File: config.mk
export PLATFORM = sky130hd
export DESIGN_NAME = battery_status_tracker
export DESIGN_NICKNAME = d
export VERILOG_FILES = /design/src/sv/bst_pkg.sv /design/src/sv/bst_eval.sv /design/src/sv/bst_lane.sv /design/src/sv/battery_status_tracker.sv
export SDC_FILE = /design/constraint.sdc
export NUM_CORES = 1
export LEC_CHECK = 0
export ABC_AREA = 1
export BUFFER_PORTS_ARGS = -buffer_cell sky130_fd_sc_hd__buf_2
export CORE_ASPECT_RATIO = 2
export CORE_MARGIN = 2
export CORE_UTILIZATION = 45
export CTS_BUF_LIST = sky130_fd_sc_hd__clkbuf_16
export DETAILED_ROUTE_END_ITERATION = 12
export PLACE_DENSITY = 0.69
export RECOVER_POWER = 50
export REMOVE_ABC_BUFFERS = 1
export SETUP_SLACK_MARGIN = 0.2
export SYNTH_ARGS = -nofsm -noshare
export SYNTH_HDL_FRONTEND = slang
export SYNTH_SLANG_ARGS = --single-unit
File: constraint.sdc
create_clock -name clk -period 9.8 [get_ports clk]
set_input_delay 1.96 -clock clk [delete_from_list [all_inputs] [get_ports clk]]
set_output_delay 1.96 -clock clk [all_outputs]
set_load 0.01 [all_outputs]
File: src/sv/bst_pkg.sv
package bst_pkg;

  localparam int NUM_BATTERIES_DEF = 2;

  localparam int VOLT_W = 14;
  localparam int CURR_W = 14;
  localparam int IMAX_W = 13;
  localparam int TEMP_W = 8;
  localparam int TYPE_W = 2;
  localparam int CAP_W  = 7;
  localparam int DUR_W  = 16;
  localparam int CYC_W  = 32;
  localparam int SEC_W  = 32;
  localparam int CFG_ADDR_W = 3;
  localparam int CFG_DATA_W = 16;

  typedef enum logic [1:0] {
    ACT_SAMPLE = 2'd0,
    ACT_TICK   = 2'd1,
    ACT_START  = 2'd2,
    ACT_STOP   = 2'd3
  } bst_action_t;

  typedef enum logic [1:0] {
    PHASE_IDLE = 2'd0,
    PHASE_RUN  = 2'd1,
    PHASE_DONE = 2'd2
  } bst_phase_t;

  typedef enum logic [CFG_ADDR_W-1:0] {
    REG_MIN_VOLTAGE  = 3'd0,
    REG_MAX_VOLTAGE  = 3'd1,
    REG_MAX_CURRENT  = 3'd2,
    REG_MAX_TEMP     = 3'd3,
    REG_BATTERY_TYPE = 3'd4,
    REG_CRIT_CAP     = 3'd5,
    REG_TEST_DUR     = 3'd6
  } bst_reg_t;

  localparam logic [VOLT_W-1:0] MIN_VOLTAGE_RST = 14'd10500;
  localparam logic [VOLT_W-1:0] MAX_VOLTAGE_RST = 14'd14400;
  localparam logic [IMAX_W-1:0] MAX_CURRENT_RST = 13'd5000;
  localparam logic [TEMP_W-1:0] MAX_TEMP_RST    = 8'd50;
  localparam logic [TYPE_W-1:0] BATT_TYPE_RST   = 2'd0;
  localparam logic [CAP_W-1:0]  CRIT_CAP_RST    = 7'd10;
  localparam logic [DUR_W-1:0]  TEST_DUR_RST    = 16'd60;

  localparam logic signed [CURR_W-1:0] CHARGE_ON_MA    = 14'sd100;
  localparam logic signed [CURR_W-1:0] DISCHARGE_ON_MA = -14'sd100;

  typedef logic [VOLT_W-1:0] soc_row_t [6];
  localparam soc_row_t SOC_THRESH [3] = '{
    '{14'd13000, 14'd12500, 14'd12000, 14'd11500, 14'd11000, 14'd10500},
    '{14'd14000, 14'd13500, 14'd13000, 14'd12500, 14'd12000, 14'd11500},
    '{14'd12000, 14'd11500, 14'd11000, 14'd10500, 14'd10000, 14'd9500}
  };
  typedef logic [CAP_W-1:0] soc_val_t [6];
  localparam soc_val_t SOC_VALUE = '{7'd100, 7'd90, 7'd75, 7'd50, 7'd25, 7'd10};

  typedef struct packed {
    logic [VOLT_W-1:0] min_voltage;
    logic [VOLT_W-1:0] max_voltage;
    logic [IMAX_W-1:0] max_current;
    logic [TEMP_W-1:0] max_temp;
    logic [TYPE_W-1:0] batt_kind;
    logic [CAP_W-1:0]  crit_cap;
    logic [DUR_W-1:0]  test_dur;
  } bst_cfg_t;

  typedef struct packed {
    logic [CAP_W-1:0] capacity;
    logic             healthy;
    logic             charge;
    logic             discharge;
  } bst_eval_t;

  typedef struct packed {
    logic        tick;
    logic        sel;
    bst_action_t act;
    bst_eval_t   eval;
  } bst_cmd_t;

  typedef struct packed {
    logic [CAP_W-1:0] capacity;
    logic             charging;
    logic             healthy;
    logic             running;
    bst_phase_t       phase;
    logic [CYC_W-1:0] cycles;
    logic [DUR_W-1:0] elapsed;
  } bst_stat_t;

  // Walks the six thresholds from the lowest upward; the unknown type reads as empty.
  function automatic logic [CAP_W-1:0] soc_lookup(input logic [VOLT_W-1:0] mv,
                                                  input logic [TYPE_W-1:0] btype);
    logic [CAP_W-1:0] cap;
    cap = '0;
    if (btype != 2'd3) begin
      for (int i = 5; i >= 0; i--) begin
        if (mv >= SOC_THRESH[btype][i]) cap = SOC_VALUE[i];
      end
    end
    return cap;
  endfunction

endpackage

File: src/sv/bst_eval.sv
module bst_eval import bst_pkg::*; (
  input  logic [VOLT_W-1:0]        batt_mv,
  input  logic signed [CURR_W-1:0] current_ma,
  input  logic [TEMP_W-1:0]        temperature_c,
  input  bst_cfg_t                 cfg,
  output bst_eval_t                eval
);

  logic [CAP_W-1:0]  cap;
  logic [CURR_W-1:0] mag;

  assign cap = soc_lookup(batt_mv, cfg.batt_kind);
  // The most negative code has no positive twin but still fits unsigned.
  assign mag = current_ma[CURR_W-1] ? CURR_W'(-current_ma) : CURR_W'(current_ma);

  always_comb begin
    eval.capacity  = cap;
    eval.healthy   = (batt_mv >= cfg.min_voltage) && (batt_mv <= cfg.max_voltage) &&
                     (mag <= CURR_W'(cfg.max_current)) &&
                     (temperature_c <= cfg.max_temp) && (cap >= cfg.crit_cap);
    eval.charge    = current_ma > CHARGE_ON_MA;
    eval.discharge = current_ma < DISCHARGE_ON_MA;
  end

endmodule

File: src/sv/bst_lane.sv
module bst_lane import bst_pkg::*; (
  input  logic             clk,
  input  logic             rst_n,
  input  bst_cmd_t         cmd,
  input  logic [DUR_W-1:0] test_dur,
  output bst_stat_t        stat
);

  // Elapsed time is kept per battery instead of a start timestamp; both
  // wrap modulo 2^32 in the same way.
  logic [SEC_W-1:0] elapsed_r, elapsed_nxt;
  logic             running_r, running_nxt;
  bst_phase_t       phase_r, phase_nxt;
  logic [CYC_W-1:0] cycles_r, cycles_nxt;
  logic             armed_r, armed_nxt;
  logic             charging_r, charging_nxt;
  logic [CAP_W-1:0] cap_r, cap_nxt;
  logic             healthy_r, healthy_nxt;

  always_comb begin
    elapsed_nxt  = elapsed_r;
    running_nxt  = running_r;
    phase_nxt    = phase_r;
    cycles_nxt   = cycles_r;
    armed_nxt    = armed_r;
    charging_nxt = charging_r;
    cap_nxt      = cap_r;
    healthy_nxt  = healthy_r;
    if (cmd.tick) begin
      elapsed_nxt = elapsed_r + SEC_W'(1);
      if (running_r && (elapsed_nxt >= SEC_W'(test_dur))) begin
        running_nxt = 1'b0;
        phase_nxt   = PHASE_DONE;
      end
    end
    if (cmd.sel) begin
      case (cmd.act)
        ACT_SAMPLE: begin
          cap_nxt     = cmd.eval.capacity;
          healthy_nxt = cmd.eval.healthy;
          if (cmd.eval.charge) begin
            charging_nxt = 1'b1;
            armed_nxt    = 1'b1;
          end else if (cmd.eval.discharge) begin
            charging_nxt = 1'b0;
            if (armed_r) begin
              if (cycles_r != '1) cycles_nxt = cycles_r + CYC_W'(1);
              armed_nxt = 1'b0;
            end
          end
          if (running_r && (elapsed_r >= SEC_W'(test_dur))) begin
            running_nxt = 1'b0;
            phase_nxt   = PHASE_DONE;
          end
        end
        ACT_START: begin
          running_nxt = 1'b1;
          phase_nxt   = PHASE_RUN;
          elapsed_nxt = '0;
        end
        ACT_STOP: begin
          running_nxt = 1'b0;
          phase_nxt   = PHASE_IDLE;
        end
        default: begin
        end
      endcase
    end
  end

  always_ff @(posedge clk) begin
    if (!rst_n) begin
      elapsed_r  <= '0;
      running_r  <= 1'b0;
      phase_r    <= PHASE_IDLE;
      cycles_r   <= '0;
      armed_r    <= 1'b0;
      charging_r <= 1'b0;
      cap_r      <= '0;
      healthy_r  <= 1'b0;
    end else begin
      elapsed_r  <= elapsed_nxt;
      running_r  <= running_nxt;
      phase_r    <= phase_nxt;
      cycles_r   <= cycles_nxt;
      armed_r    <= armed_nxt;
      charging_r <= charging_nxt;
      cap_r      <= cap_nxt;
      healthy_r  <= healthy_nxt;
    end
  end

  // Status after this beat's update, for the result register.
  always_comb begin
    stat.capacity = cap_nxt;
    stat.charging = charging_nxt;
    stat.healthy  = healthy_nxt;
    stat.running  = running_nxt;
    stat.phase    = phase_nxt;
    stat.cycles   = cycles_nxt;
    if (phase_nxt == PHASE_IDLE) begin
      stat.elapsed = '0;
    end else if (|elapsed_nxt[SEC_W-1:DUR_W]) begin
      stat.elapsed = '1;
    end else begin
      stat.elapsed = elapsed_nxt[DUR_W-1:0];
    end
  end

endmodule

File: src/sv/battery_status_tracker.sv
// Channel   Direction  Handshake                Payload
// in_       input      in_valid / in_ready      action, battery_index, voltage, current, temp
// out_      output     out_valid / out_ready    one status beat per input beat
// cfg_      input      cfg_we                   cfg_addr selects register, cfg_wdata
//
// Every input beat yields one result beat, loaded into the result register when it leaves the input register.
// One beat is accepted per cycle while no stalled result holds the input register; the
// battery state updates together with the result register, from the input register.
// Synchronous active-low reset clears all battery state and loads the
// register defaults.
// A stalled result holds the result register; the input register still
// takes one more beat before in_ready drops.
module battery_status_tracker import bst_pkg::*; #(
  parameter int NUM_BATTERIES = NUM_BATTERIES_DEF
) (
  input  logic                    clk,
  input  logic                    rst_n,
  input  logic                    in_valid,
  output logic                    in_ready,
  input  logic [1:0]              in_action,
  input  logic                    in_battery_index,
  input  logic [VOLT_W-1:0]       in_batt_mv,
  input  logic signed [CURR_W-1:0] in_current_ma,
  input  logic [TEMP_W-1:0]       in_temperature_c,
  output logic                    out_valid,
  input  logic                    out_ready,
  output logic                    out_battery_number,
  output logic [CAP_W-1:0]        out_capacity_percent,
  output logic                    out_charging,
  output logic                    out_healthy,
  output logic                    out_test_in_progress,
  output logic [1:0]              out_test_phase,
  output logic [CYC_W-1:0]        out_cycles,
  output logic [DUR_W-1:0]        out_test_elapsed_s,
  input  logic                    cfg_we,
  input  logic [CFG_ADDR_W-1:0]   cfg_addr,
  input  logic [CFG_DATA_W-1:0]   cfg_wdata
);

  localparam int BW = (NUM_BATTERIES > 1) ? $clog2(NUM_BATTERIES) : 1;

  bst_cfg_t cfg_r;

  always_ff @(posedge clk) begin
    if (!rst_n) begin
      cfg_r.min_voltage  <= MIN_VOLTAGE_RST;
      cfg_r.max_voltage  <= MAX_VOLTAGE_RST;
      cfg_r.max_current  <= MAX_CURRENT_RST;
      cfg_r.max_temp     <= MAX_TEMP_RST;
      cfg_r.batt_kind    <= BATT_TYPE_RST;
      cfg_r.crit_cap     <= CRIT_CAP_RST;
      cfg_r.test_dur     <= TEST_DUR_RST;
    end else if (cfg_we) begin
      case (bst_reg_t'(cfg_addr))
        REG_MIN_VOLTAGE:  cfg_r.min_voltage  <= cfg_wdata[VOLT_W-1:0];
        REG_MAX_VOLTAGE:  cfg_r.max_voltage  <= cfg_wdata[VOLT_W-1:0];
        REG_MAX_CURRENT:  cfg_r.max_current  <= cfg_wdata[IMAX_W-1:0];
        REG_MAX_TEMP:     cfg_r.max_temp     <= cfg_wdata[TEMP_W-1:0];
        REG_BATTERY_TYPE: cfg_r.batt_kind    <= cfg_wdata[TYPE_W-1:0];
        REG_CRIT_CAP:     cfg_r.crit_cap     <= cfg_wdata[CAP_W-1:0];
        REG_TEST_DUR:     cfg_r.test_dur     <= cfg_wdata[DUR_W-1:0];
        default: begin
        end
      endcase
    end
  end

  // Input register.
  logic                     s1_valid_r;
  bst_action_t              s1_action_r;
  logic                     s1_index_r;
  logic [VOLT_W-1:0]        s1_voltage_r;
  logic signed [CURR_W-1:0] s1_current_r;
  logic [TEMP_W-1:0]        s1_temp_r;
  logic                     advance;

  assign advance  = s1_valid_r && (!out_valid || out_ready);
  assign in_ready = !s1_valid_r || advance;

  always_ff @(posedge clk) begin
    if (!rst_n) begin
      s1_valid_r <= 1'b0;
    end else if (in_ready) begin
      s1_valid_r <= in_valid;
    end
  end

  always_ff @(posedge clk) begin
    if (in_valid && in_ready) begin
      s1_action_r  <= bst_action_t'(in_action);
      s1_index_r   <= in_battery_index;
      s1_voltage_r <= in_batt_mv;
      s1_current_r <= in_current_ma;
      s1_temp_r    <= in_temperature_c;
    end
  end

  bst_eval_t eval;

  bst_eval u_eval (
    .batt_mv       (s1_voltage_r),
    .current_ma    (s1_current_r),
    .temperature_c (s1_temp_r),
    .cfg           (cfg_r),
    .eval          (eval)
  );

  // A tick always reports battery 0.
  logic          is_tick;
  logic          rep_index;
  logic          in_range;
  logic [BW-1:0] rep_sel;

  assign is_tick   = (s1_action_r == ACT_TICK);
  assign rep_index = is_tick ? 1'b0 : s1_index_r;
  assign in_range  = (32'(rep_index) < NUM_BATTERIES);
  assign rep_sel   = BW'(rep_index);

  bst_stat_t stat [NUM_BATTERIES];

  for (genvar g = 0; g < NUM_BATTERIES; g++) begin : g_lane
    bst_cmd_t cmd;
    always_comb begin
      cmd.tick = advance && is_tick;
      cmd.sel  = advance && !is_tick && in_range && (32'(s1_index_r) == g);
      cmd.act  = s1_action_r;
      cmd.eval = eval;
    end
    bst_lane u_lane (
      .clk      (clk),
      .rst_n    (rst_n),
      .cmd      (cmd),
      .test_dur (cfg_r.test_dur),
      .stat     (stat[g])
    );
  end

  bst_stat_t sel_stat;

  always_comb begin
    if (in_range) begin
      sel_stat = stat[rep_sel];
    end else begin
      sel_stat = '0;
    end
  end

  // Result register.
  always_ff @(posedge clk) begin
    if (!rst_n) begin
      out_valid <= 1'b0;
    end else if (advance) begin
      out_valid <= 1'b1;
    end else if (out_ready) begin
      out_valid <= 1'b0;
    end
  end

  always_ff @(posedge clk) begin
    if (advance) begin
      out_battery_number   <= rep_index;
      out_capacity_percent <= sel_stat.capacity;
      out_charging         <= sel_stat.charging;
      out_healthy          <= sel_stat.healthy;
      out_test_in_progress <= sel_stat.running;
      out_test_phase       <= sel_stat.phase;
      out_cycles           <= sel_stat.cycles;
      out_test_elapsed_s   <= sel_stat.elapsed;
    end
  end

  a_idle_no_elapsed: assert property (@(posedge clk) disable iff (!rst_n)
    out_valid && (out_test_phase == PHASE_IDLE) |-> (out_test_elapsed_s == '0))
    else $error("idle test reports elapsed time");

  a_running_phase: assert property (@(posedge clk) disable iff (!rst_n)
    out_valid && out_test_in_progress |-> (out_test_phase == PHASE_RUN))
    else $error("running flag without running phase");

  a_advance_result: assert property (@(posedge clk) disable iff (!rst_n)
    advance |=> out_valid)
    else $error("processed beat produced no result");

  a_hold_input: assert property (@(posedge clk) disable iff (!rst_n)
    s1_valid_r && !advance |=> s1_valid_r && $stable(s1_action_r) && $stable(s1_index_r))
    else $error("input register lost a pending beat");

  a_tick_battery0: assert property (@(posedge clk) disable iff (!rst_n)
    advance && is_tick |=> !out_battery_number)
    else $error("tick result not on battery 0");

endmodule
==> flow_summary.toml <==
[outcome]
status = "complete, but fails checks"
violations = "max-capacitance violations, max-slew violations"

[yosys]
synth.largest_area_cell = "dfxtp_1"
ys_seq_elements = 330
synth_warnings = 0
syn_area_sq_um = 19700
synthTopCellsByCount = "nand2_1 (562), nor2_1 (355), inv_1 (332), dfxtp_1 (230), a21oi_1 (168)"
async_reset_ff_share_pct = 0
synth_seq_area_share_pct = 38.7
synth.most_common_cell = "nand2_1"
syn_inst = 2634
syn_area_per_cell_sq_um = 7.46
synth_edf_count = 100
synth_ff_type = "dfxtp_1"
synth.top_cell.area_share_pct = 23.4
synth_area_leaders = "dfxtp_1 (23%), edfxtp_1 (15%), nand2_1 (11%), ha_1 (9.9%), nor2_1 (6.8%)"
synth.distinct_cells = 50

[global_routing]
grt_pass1_vias = 18200
overflow = 0
antenna_found_initial = 2
grt_max_degree = 96
grt_pass1_wl_microns = 96200
grt_use_total_pct = 27.4

[floorplanning]
num_rows = 108
ioPinCount = 126
core-area_sq_um = 43200
fp.dieW_microns = 152
dieHeight_microns = 300
initial_core_util_pct = 45.5
dieArea_sq_um = 45500

[worst_setup_path]
crit_fanout = 61
rr_endpoint = "out_cycles[31]"
critPathArrivalTime_ps = 6360
cp-end-kind = "flop"
cp-start-kind = "flop"
required_ps = 10170
worstSetupPathType = "reg -> reg"
r2r_cells = 7
regToRegSetupSlack_ps = 3820
r2r_start = "s1_action_r[1]"

[clock_network]
cts.sinks = 330
cts_resized = 0
cts_tree = "built"
cts_root_buf = "clkbuf_16"
cts.clk_slew.worst_paths_ps = 70
insertion_delay_ps = 590
cts_hold_repair.buffers = 0
ctsHtreeMaxLevel = 1
clk_path_buf_depth = 3
cts_setup_buffers = 0
numCtsBuffers = 31

[power_and_ir_drop]
sequentialPowerShare_pct = 47.0
power-per-cell-area_nw_per_um2 = 146
ir_worst_vdd_mv = 0.131
p_int_mw = 2.31
swShare_pct = 27.2
p_leak_nw = 9.38
p_clk_share_pct = 40.6
p_switching_mw = 0.862
p_comb_share_pct = 12.4
power_mw = 3.17

[timing]
final.setup.worst_slack_ps = 3820
slew_viol_final = 217
max_freq_ghz = 0.167
setup_viol = 0
finalSetupTns_ps = 0
fin_skew_ps = 13.3
min_period_over_period_pct = 61.1
worst_pin_slew_ps = 3210
finalHoldViolCount = 0
fin_crit_ps = 5980
rsz0062_at_grt = "false"
relSlewSlack_pct = -114

[route]
dr.pass1.iters = 7
drt_iter0_drc = 983
ant_nets = 0
drt-total-wl_microns = 61800
drc_errors = 0
wl_per_cell_microns = 18.6
via_per_inst = 5.48
num_vias = 18200

[cells_and_area]
seqCellArea_sq_um = 7610
finish.utilization_pct = 50.3
drive_gt1_share_pct = 6.55
multi_input_area_sq_um = 10500
area_delta_synth_final_pct = 10.7
fillers = 4288
final_nets = 2956

[hold_path]
min_from = "cfg_r[27]"
holdPathEnd = "cfg_r[27]"
holdPathStages = 2
hold_path_class = "reg -> reg"

[place]
dp_hpwl_microns = 46800
portBuffers = 125
routabilityCongestion = 0.960
pre_cts_ws_ps = 4650

[job]
cap_violations = 4
[final cells by class]
| type | instances | share of cell area, % |
|---|---|---|
| timing repair buffer | 140 | 2.96 |
| sequential | 330 | 35.0 |
| tap | 550 | 3.16 |
| multi-input combinational | 1894 | 48.1 |
| clock inverter | 24 | 0.995 |
| inverter | 340 | 5.88 |
| antenna | 2 | 0.0230 |
| clock buffer | 34 | 3.91 |
[power by group through the flow]
stage | combinational (mW) | sequential, mW | clock, mW
floorplan | 0.249 | 1.51 | 0
global placement | 0.381 | 1.52 | 0
detailed placement | 0.392 | 1.52 | 0
CTS | 0.394 | 1.49 | 1.31
global route | 0.446 | 1.49 | 1.36
finish | 0.394 | 1.49 | 1.29
[cell families after synthesis]
logic type      Yosys count  synth area share, %
flops                   330                 38.7
buf+inv                 410                 7.99
compound gates          436                 12.5
mux                      10                0.509
fa+ha+maj               156                 9.93
xor+xnor                 91                 4.05
simple gates           1201                 26.3
[through the flow]
step / cell area [sq um] / instances / hold WS, ps
2_1_floorplan: 19400 / 2564 / 435
3_5_place_dp: 20800 / 3254 / 454
5_1_grt: 21700 / 3312 / 489
3_3_place_gp: 20800 / 3254 / 449
6_report: 21800 / 3314 / 458
4_1_cts: 21900 / 3312 / 465
[routing by layer]
metal / global-route usage [%] / up-vias / share of wire, %
li1: - / 8913 / -
met1: 25.7 / 8339 / 33
met2: 50.0 / 623 / 51
met3: 4.89 / 273 / 5.1
met4: 22.9 / 2 / 10
met5: 0 / - / 0.019
[worst max path at each step]
stage	from	end	slack [ps]	depth (start not counted)
4_1_cts	out_ready	out_test_elapsed_s[3]	5270	16
2_1_floorplan	rst_n	cfg_r[26]	4830	3
3_5_place_dp	out_ready	out_test_elapsed_s[1]	4650	16
5_1_grt	s1_action_r[1]	out_cycles[31]	3500	7
3_3_place_gp	out_ready	out_test_elapsed_s[13]	4680	16
6_report	s1_action_r[1]	out_cycles[31]	3820	7
[sequential cells by signal (all words and copies together), names as in the netlist, 4 cells and up]
signal and flops:
g_lane.u_lane.cap_r 14, s1_current_r 14, out_cycles 32, g_lane.u_lane.elapsed_r 64, out_capacity_percent 7, s1_voltage_r 14
s1_temp_r 8, out_test_elapsed_s 16, g_lane.u_lane.cycles_r 64, cfg_r 74, g_lane.u_lane.phase_r 4
[layout by cell type, fill, tap and decap left out, types with 10 or more instances in the layout]
cell type / netlist / layout
xnor2_1: 10 / 10
mux2i_1: 10 / 10
a21oi_1: 168 / 168
xor2_1: 81 / 81
buf_4: 4 / 11
dfxtp_1: 230 / 230
o21ai_1: 12 / 12
nand3_1: 110 / 110
or2_2: 10 / 10
nor2_1: 355 / 355
nand2_2: 12 / 11
buf_2: 14 / 61
nand4_1: 40 / 40
inv_1: 332 / 337
nand2_1: 562 / 563
ha_1: 156 / 156
clkbuf_1: 51 / 68
nand3b_1: 10 / 10
o211ai_1: 67 / 67
nor2_4: 10 / 10
edfxtp_1: 100 / 100
o21bai_1: 15 / 15
clkbuf_16: 0 / 34
nor3_1: 50 / 51
nor4_1: 17 / 17
o21ai_0: 148 / 148
[critical path: stages, from the launching register on]
cell	delay (ps)
edfxtp_1	540
nor2_2	200
inv_2	70
nand2_2	50
clkbuf_1	2260
clkinv_1	1660
buf_4	590
o21ai_0	370
Power figures use the tool's default switching activity.
